--- src/rtl/core/fwrs_pkg.sv ---
// ----------------------------------------------------------------------------
// fwrs_pkg
// Types, constants and register map for the fixed-weight rejection sampler.
// ----------------------------------------------------------------------------
package fwrs_pkg;

  localparam int MAX_WEIGHT_DEF = 128;
  localparam int INDEX_BITS_DEF = 16;

  localparam int WORD_W   = 24;
  localparam int POS_W    = 16;
  localparam int SLOT_W   = 7;
  localparam int MOD_W    = 16;
  localparam int MU_W     = 32;
  localparam int THR_W    = 25;
  localparam int WEIGHT_W = 8;
  localparam int DATA_W   = 32;
  localparam int ADDR_W   = 4;
  localparam int MUL_W    = 32;

  localparam logic [MOD_W-1:0]    MODULUS_RST = 16'd17669;
  localparam logic [MU_W-1:0]     MU_RST      = 32'd243079;
  localparam logic [THR_W-1:0]    THR_RST     = 25'd16767881;
  localparam logic [WEIGHT_W-1:0] WEIGHT_RST  = 8'd75;

  typedef enum logic [1:0] {
    REG_MODULUS = 2'd0,
    REG_MU      = 2'd1,
    REG_THR     = 2'd2,
    REG_WEIGHT  = 2'd3
  } reg_idx_t;

  typedef enum logic {
    ACT_WORD  = 1'b0,
    ACT_START = 1'b1
  } action_t;

  typedef enum logic [2:0] {
    ST_IDLE,
    ST_MUL_Q,
    ST_MUL_R,
    ST_REDUCE,
    ST_SCAN
  } state_t;

  typedef struct packed {
    logic              action;
    logic [WORD_W-1:0] random_word;
  } item_t;

  typedef struct packed {
    logic [POS_W-1:0]  position;
    logic [SLOT_W-1:0] slot;
    logic              last;
  } result_t;

endpackage

--- src/rtl/core/fixed_weight_rejection_sampler.sv ---
// ----------------------------------------------------------------------------
// fixed_weight_rejection_sampler
// Rejection-samples random words into a set of distinct positions.
// ----------------------------------------------------------------------------
// Channel   Direction  Handshake                 Beat
// item      in         start & !busy             action, random_word
// result    out        result_valid (1 cycle)    position, slot, last
// config    in         APB, pready tied high     modulus, mu, threshold, weight
//
// Start commands and rejected or post-full words finish at the accepting edge.
// A kept word holds busy for two passes through the shared multiplier, one
// reduce step, then a scan that reads each stored position through the single
// read port of the position memory and compares it with the candidate, and
// a finish step. A duplicate ends the scan early. The result beat appears in
// the same cycle in which busy falls.
// Reset empties the set and loads the register defaults; no clearing pass.
// The result strobe cannot be stalled.
module fixed_weight_rejection_sampler #(
  parameter int MAX_WEIGHT = fwrs_pkg::MAX_WEIGHT_DEF,
  parameter int INDEX_BITS = fwrs_pkg::INDEX_BITS_DEF
) (
  input  logic                          clk,
  input  logic                          rst,
  input  logic                          start,
  output logic                          busy,
  input  fwrs_pkg::item_t               item,
  output logic                          result_valid,
  output fwrs_pkg::result_t             result,
  input  logic                          psel,
  input  logic                          penable,
  input  logic                          pwrite,
  input  logic [fwrs_pkg::ADDR_W-1:0]   paddr,
  input  logic [fwrs_pkg::DATA_W-1:0]   pwdata,
  output logic [fwrs_pkg::DATA_W-1:0]   prdata,
  output logic                          pready
);

  localparam int CW  = $clog2(MAX_WEIGHT + 1);
  localparam int AW  = (MAX_WEIGHT > 1) ? $clog2(MAX_WEIGHT) : 1;
  localparam int LW  = (CW > fwrs_pkg::WEIGHT_W) ? CW : fwrs_pkg::WEIGHT_W;
  localparam int MW  = fwrs_pkg::MUL_W;
  localparam logic [LW-1:0] MAX_W_L = LW'(MAX_WEIGHT);

  // configuration
  logic [fwrs_pkg::MOD_W-1:0]    modulus;
  logic [fwrs_pkg::MU_W-1:0]     barrett_mu;
  logic [fwrs_pkg::THR_W-1:0]    reject_threshold;
  logic [fwrs_pkg::WEIGHT_W-1:0] weight;
  logic                          cfg_wr;
  fwrs_pkg::reg_idx_t            cfg_idx;

  // datapath
  fwrs_pkg::state_t        state, state_next;
  logic [fwrs_pkg::WORD_W-1:0] word;
  logic [2*MW-1:0]         prod;
  logic [MW-1:0]           mul_a, mul_b;
  logic                    mul_en;
  logic [MW-1:0]           rem, rem_sub;
  logic [INDEX_BITS-1:0]   cand;
  logic [CW-1:0]           count;
  logic [CW-1:0]           rd_idx;
  logic                    pending;
  logic [INDEX_BITS-1:0]   mem_q;
  logic [INDEX_BITS-1:0]   mem [MAX_WEIGHT];
  logic [LW-1:0]           limit;
  logic [LW-1:0]           count_ext;
  logic                    full;
  logic                    accept;
  logic                    kept;
  logic                    issue;
  logic                    hit;
  logic                    finish;

  assign pready  = 1'b1;
  assign cfg_wr  = psel & penable & pwrite;
  assign cfg_idx = fwrs_pkg::reg_idx_t'(paddr[3:2]);

  always_ff @(posedge clk) begin
    if (rst) begin
      modulus          <= fwrs_pkg::MODULUS_RST;
      barrett_mu       <= fwrs_pkg::MU_RST;
      reject_threshold <= fwrs_pkg::THR_RST;
      weight           <= fwrs_pkg::WEIGHT_RST;
    end else if (cfg_wr) begin
      case (cfg_idx)
        fwrs_pkg::REG_MODULUS: modulus          <= pwdata[fwrs_pkg::MOD_W-1:0];
        fwrs_pkg::REG_MU:      barrett_mu       <= pwdata[fwrs_pkg::MU_W-1:0];
        fwrs_pkg::REG_THR:     reject_threshold <= pwdata[fwrs_pkg::THR_W-1:0];
        fwrs_pkg::REG_WEIGHT:  weight           <= pwdata[fwrs_pkg::WEIGHT_W-1:0];
        default: ;
      endcase
    end
  end

  always_comb begin
    case (cfg_idx)
      fwrs_pkg::REG_MODULUS: prdata = fwrs_pkg::DATA_W'(modulus);
      fwrs_pkg::REG_MU:      prdata = fwrs_pkg::DATA_W'(barrett_mu);
      fwrs_pkg::REG_THR:     prdata = fwrs_pkg::DATA_W'(reject_threshold);
      fwrs_pkg::REG_WEIGHT:  prdata = fwrs_pkg::DATA_W'(weight);
      default:               prdata = '0;
    endcase
  end

  // set limit and admission
  assign limit     = (LW'(weight) > MAX_W_L) ? MAX_W_L : LW'(weight);
  assign count_ext = LW'(count);
  assign full      = count_ext >= limit;
  assign busy      = state != fwrs_pkg::ST_IDLE;
  assign accept    = start & ~busy;
  assign kept      = accept & (item.action == fwrs_pkg::ACT_WORD) & ~full &
                     ({1'b0, item.random_word} < reject_threshold);

  // Barrett remainder and one conditional subtract
  assign rem     = MW'(word) - prod[MW-1:0];
  assign rem_sub = rem - MW'(modulus);

  // next state
  always_comb begin
    state_next = state;
    case (state)
      fwrs_pkg::ST_IDLE:   if (kept) state_next = fwrs_pkg::ST_MUL_Q;
      fwrs_pkg::ST_MUL_Q:  state_next = fwrs_pkg::ST_MUL_R;
      fwrs_pkg::ST_MUL_R:  state_next = fwrs_pkg::ST_REDUCE;
      fwrs_pkg::ST_REDUCE: state_next = fwrs_pkg::ST_SCAN;
      fwrs_pkg::ST_SCAN:   if (hit || finish) state_next = fwrs_pkg::ST_IDLE;
      default:             state_next = fwrs_pkg::ST_IDLE;
    endcase
  end

  // sequencer outputs
  always_comb begin
    mul_a  = '0;
    mul_b  = '0;
    mul_en = 1'b0;
    issue  = 1'b0;
    hit    = 1'b0;
    finish = 1'b0;
    case (state)
      fwrs_pkg::ST_MUL_Q: begin
        mul_a  = barrett_mu;
        mul_b  = MW'(word);
        mul_en = 1'b1;
      end
      fwrs_pkg::ST_MUL_R: begin
        mul_a  = MW'(modulus);
        mul_b  = MW'(prod[MW +: fwrs_pkg::WORD_W]);
        mul_en = 1'b1;
      end
      fwrs_pkg::ST_SCAN: begin
        hit    = pending && (mem_q == cand);
        issue  = !hit && (rd_idx < count);
        finish = !hit && !pending && !(rd_idx < count);
      end
      default: ;
    endcase
  end

  always_ff @(posedge clk) begin
    if (rst) begin
      state        <= fwrs_pkg::ST_IDLE;
      count        <= '0;
      pending      <= 1'b0;
      result_valid <= 1'b0;
    end else begin
      state        <= state_next;
      result_valid <= finish;
      pending      <= issue;
      if (accept && item.action == fwrs_pkg::ACT_START) begin
        count <= '0;
      end else if (finish) begin
        count <= count + 1'b1;
      end
    end
  end

  always_ff @(posedge clk) begin
    if (kept) begin
      word <= item.random_word;
    end
    if (mul_en) begin
      prod <= mul_a * mul_b;
    end
    if (state == fwrs_pkg::ST_REDUCE) begin
      cand   <= rem_sub[MW-1] ? rem[INDEX_BITS-1:0] : rem_sub[INDEX_BITS-1:0];
      rd_idx <= '0;
    end else if (issue) begin
      rd_idx <= rd_idx + 1'b1;
    end
    if (finish) begin
      result.position <= fwrs_pkg::POS_W'(cand);
      result.slot     <= fwrs_pkg::SLOT_W'(count);
      result.last     <= (count_ext + 1'b1) == limit;
    end
  end

  // position memory: one write, one registered read
  always_ff @(posedge clk) begin
    if (finish) begin
      mem[count[AW-1:0]] <= cand;
    end
    mem_q <= mem[rd_idx[AW-1:0]];
  end

endmodule
--- config.mk ---
export PLATFORM = sky130hd
export DESIGN_NAME = fixed_weight_rejection_sampler
export DESIGN_NICKNAME = d
export VERILOG_FILES = /design/src/rtl/core/fwrs_pkg.sv /design/src/rtl/core/fixed_weight_rejection_sampler.sv
export SDC_FILE = /design/constraint.sdc
export NUM_CORES = 2
export LEC_CHECK = 0
export BUFFER_PORTS_ARGS = -buffer_cell sky130_fd_sc_hd__clkbuf_2
export CORE_ASPECT_RATIO = 0.5
export CORE_UTILIZATION = 45
export CTS_CLUSTER_DIAMETER = 30
export DETAILED_ROUTE_END_ITERATION = 8
export SLEW_MARGIN = 20
export SYNTH_ARGS = -nofsm -noshare
export SYNTH_HDL_FRONTEND = slang
export SYNTH_SLANG_ARGS = --single-unit
export TNS_END_PERCENT = 10
--- constraint.sdc ---
create_clock -name clk -period 11.6 [get_ports clk]
set_input_delay 1.74 -clock clk [delete_from_list [all_inputs] [get_ports clk]]
set_output_delay 1.74 -clock clk [all_outputs]
set_load 0.05 [all_outputs]
==> impl_results.md <==
* Skew-Pair Late Insertion Delay at 0.87 ns
* R2R Path End: prod[54]$_DFFE_PN_
* Final total power at 28.02 mW
* DRT antenna net count at 0
* CTS-repair resized insts at 0
* Post-CTS setup buffer count at 0
* Detailed router's first-iteration violation count at 6429
* Maximum VDD drop at 0.0001962 V
* Worst Reg-to-Reg Cells at 28
* Core Region at 255000 um^2
* Hold Buf Count CTS at 0
* CP max stage cell: and2_0
* Synth Register Bits at 2286
* CTS buffer count at 371
* Routability cong. at 0.8963
* Routed length on met3 at 22390 um
* WL/cell at 26.81 um
* Vias per cell at 5.668
* Final slew viol count at 0
* R2R setup slack at 1.65 ns
* Count of final setup violators at 0
* Final Cycle Share at 0.8578
* Hold path depth at 2
* Leading cell type in the layout, fill and taps excluded: edfxtp_1
* Commonest cells after routing, fill and taps aside: edfxtp_1, inv_1, mux4_2
* Largest net degree at the start of global routing at 129
* CP Class: flip-flop to flip-flop
* Worst slew pin tran at 1.166 ns
* Buf/Inv on CP at 6
* Power per cell area at 209.2 nW/um^2
* Synth Instances at 7330
* DR DRC count at 0
* Routed via count at 64.70k
* First-pass GRT wire length at 452200 um
* Area Overhead vs Synth at 16.00%
* Hold Path Class: flip-flop to flip-flop
* Crit path max fanout at 30
* CP peak stage delay at 0.94 ns
* Max-Cap Viols at 0
* Cells after DPL at 10.72k
* Mean post-synth cell area at 15.75 um^2
* Hold Crit Endpoint: reject_threshold[4]$_SDFFE_PP0P_
* Crit path from: state[0]$_SDFFE_PP0P_
* Met2 routed WL at 144400 um
* Gr usage total at 0.2372
* Nets@finish at 8692
* Share of cells above drive strength 1 at 0.2262
* Vias in the first global route at 66.63k
* Mapped Area at 115400 um^2
* M1 wire length at 129000 um
* EDFF count, synth at 2168
* Hold violation count in the final report at 0
* Non-filler cells, final at 11.41k
* Ys flop type: edfxtp_1
* Top layer in use: met5
* Fin crit period at 9.951 ns
* Synth top area share at 0.5639
* Die W at 718.3 um
* Clock Sinks at 2286
* CP endpoint kind: flip-flop
* Drt pass-1 iters at 6
* DIE HEIGHT at 360.2 um
* Congestion Overflow GR at 0
* CTS tree: built
* Cell repeated most along the worst path: fa_1
* F_max at 100.5 MHz
* Fin Clk Skew at 0.09664 ns
* Clock tree buffer depth at 4
* CTS clk-pin slew, worst paths at 0.05 ns
* Core Rows at 131
* Detailed-placement wirelength estimate at 201200 um
* TNS Setup at 0 ns
* Syn Nets at 8319
* Total Wirelength at 306100 um
* CP startpoint kind: flip-flop
* Num ports at 126
* Rel. slew slack at 0.2145
* Status: complete, no violations
* Family with the most delay on the worst path: adder cells
* Worst hold start: reject_threshold[4]$_SDFFE_PP0P_
* Post-synth cell types at 86
* Synth Warn # at 0
* Arr. time, crit path at 10.48 ns
* Area of the die at 258700 um^2
* Leading area contributor after synthesis: edfxtp_1
* Worst R2R Start: state[0]$_SDFFE_PP0P_
* Leak Pwr at 47.64 nW
* Ys async rst share at 0
* Initial antenna violation count at 23
* Unrepaired setup endpoints after global routing: false
* # H-tree levels at 5
* Sequential area share after synthesis at 0.5844
* Top post-synthesis cells by area: edfxtp_1, mux4_2, fa_1
* Port buffer count at 122
* Fill count at 20.67k
* Initial Util at 0.4527
* Root Buffer: clkbuf_16
* Worst endpoint required time at 12.13 ns
==> registers in the layout (all words and copies together) (netlist names), 24 cells and up <==
name	cells
mem	2048
word	24
barrett_mu	32
result	24
prod	56
reject_threshold	25
==> cell usage after synthesis, types with 6 or more instances <==
master     instances
o21bai_1          10
nand3b_1          14
nand2_1          609
nor4_1             6
o21ai_0           58
fa_1             660
a211o_1           29
a31oi_1           15
or2_2             13
nor2_1           635
ha_1             262
nand2b_1          21
nand4_1           21
xor2_1            54
a2111oi_0          6
or3_1             13
nand3_1           57
a22oi_1           39
a211oi_1          25
nor2b_1           27
dfxtp_1          118
edfxtp_1        2168
clkbuf_1         316
a21o_1            65
mux2_2            16
xnor2_1           62
and3_1            15
o31ai_1           15
and2_1            49
a21oi_1          138
o21a_1            20
nor3_1            37
buf_1             62
a22o_1            46
buf_2              8
a311oi_1          12
inv_1            816
o21ai_1            7
mux4_2           680
mux2i_1           13
==> cell families after synthesis <==
| kind of cell | count (synthesis) | synth area share |
|---|---|---|
| compound gates | 547 | 0.03286 |
| mux | 709 | 0.1353 |
| xor+xnor | 116 | 0.008800 |
| simple gates | 1544 | 0.05642 |
| other cells | 1 | 0.00003248 |
| flops | 2286 | 0.5844 |
| buf+inv | 1205 | 0.03933 |
| fa+ha+maj | 922 | 0.1428 |
==> stage by stage <==
stage / utilization / hold slack (ns) / setup WS [ns] / area, um^2
6_report: 0.5251 / 0.4662 / 1.649 / 133900
5_1_grt: 0.5251 / 0.4865 / 1.222 / 133900
4_1_cts: 0.5249 / 0.4693 / 1.796 / 133900
3_5_place_dp: 0.4752 / 0.4630 / 1.834 / 121200
3_3_place_gp: 0.4751 / 0.4569 / 1.827 / 121200
2_1_floorplan: - / 0.4348 / 3.175 / 115400
==> worst register-to-register path, delay by kind of cell, from the launching register on <==
family / cells / cell delay, ns
flip-flops: 1 / 0.45
buffers and inverters: 6 / 0.72
AND/OR/NAND/NOR: 8 / 3.28
AO/OA/AOI/OAI: 5 / 1.18
adder cells (fa/ha/maj): 8 / 3.98
XOR/XNOR: 1 / 0.10
==> cell type report <==
cell class,count,area (um^2),share of cell area
timing repair buffer,388,2709,0.02023
antenna,9,22.52,0.0001682
tap,3391,4243,0.03168
clock inverter,275,3156,0.02356
clock buffer,409,9522,0.07110
sequential,2286,67480,0.5039
multi-input combinational,3839,43720,0.3265
inverter,817,3067,0.02290
==> how the worst max path moves through the flow <==
stage / to / slack [ns] / cells after the start
floorplan: prod[54]$_DFFE_PN_ / 3.17 / 30
global placement: prod[54]$_DFFE_PN_ / 1.83 / 28
detailed placement: prod[54]$_DFFE_PN_ / 1.83 / 28
CTS: prod[54]$_DFFE_PN_ / 1.80 / 28
global route: prod[54]$_DFFE_PN_ / 1.22 / 28
finish: prod[54]$_DFFE_PN_ / 1.65 / 28
==> power by group <==
group | switching [mW] | internal [mW]
clock | 4.02 | 7.04
combinational | 4.73 | 2.65
sequential | 0.148 | 9.43
==> per-layer routing <==
layer	up-vias	GRT usage
met5	-	0
met4	4	0.08015
met3	508	0.04196
met2	2419	0.3773
met1	34110	0.3337
li1	27650	-
Note: power is estimated with default switching activity, not from simulation.
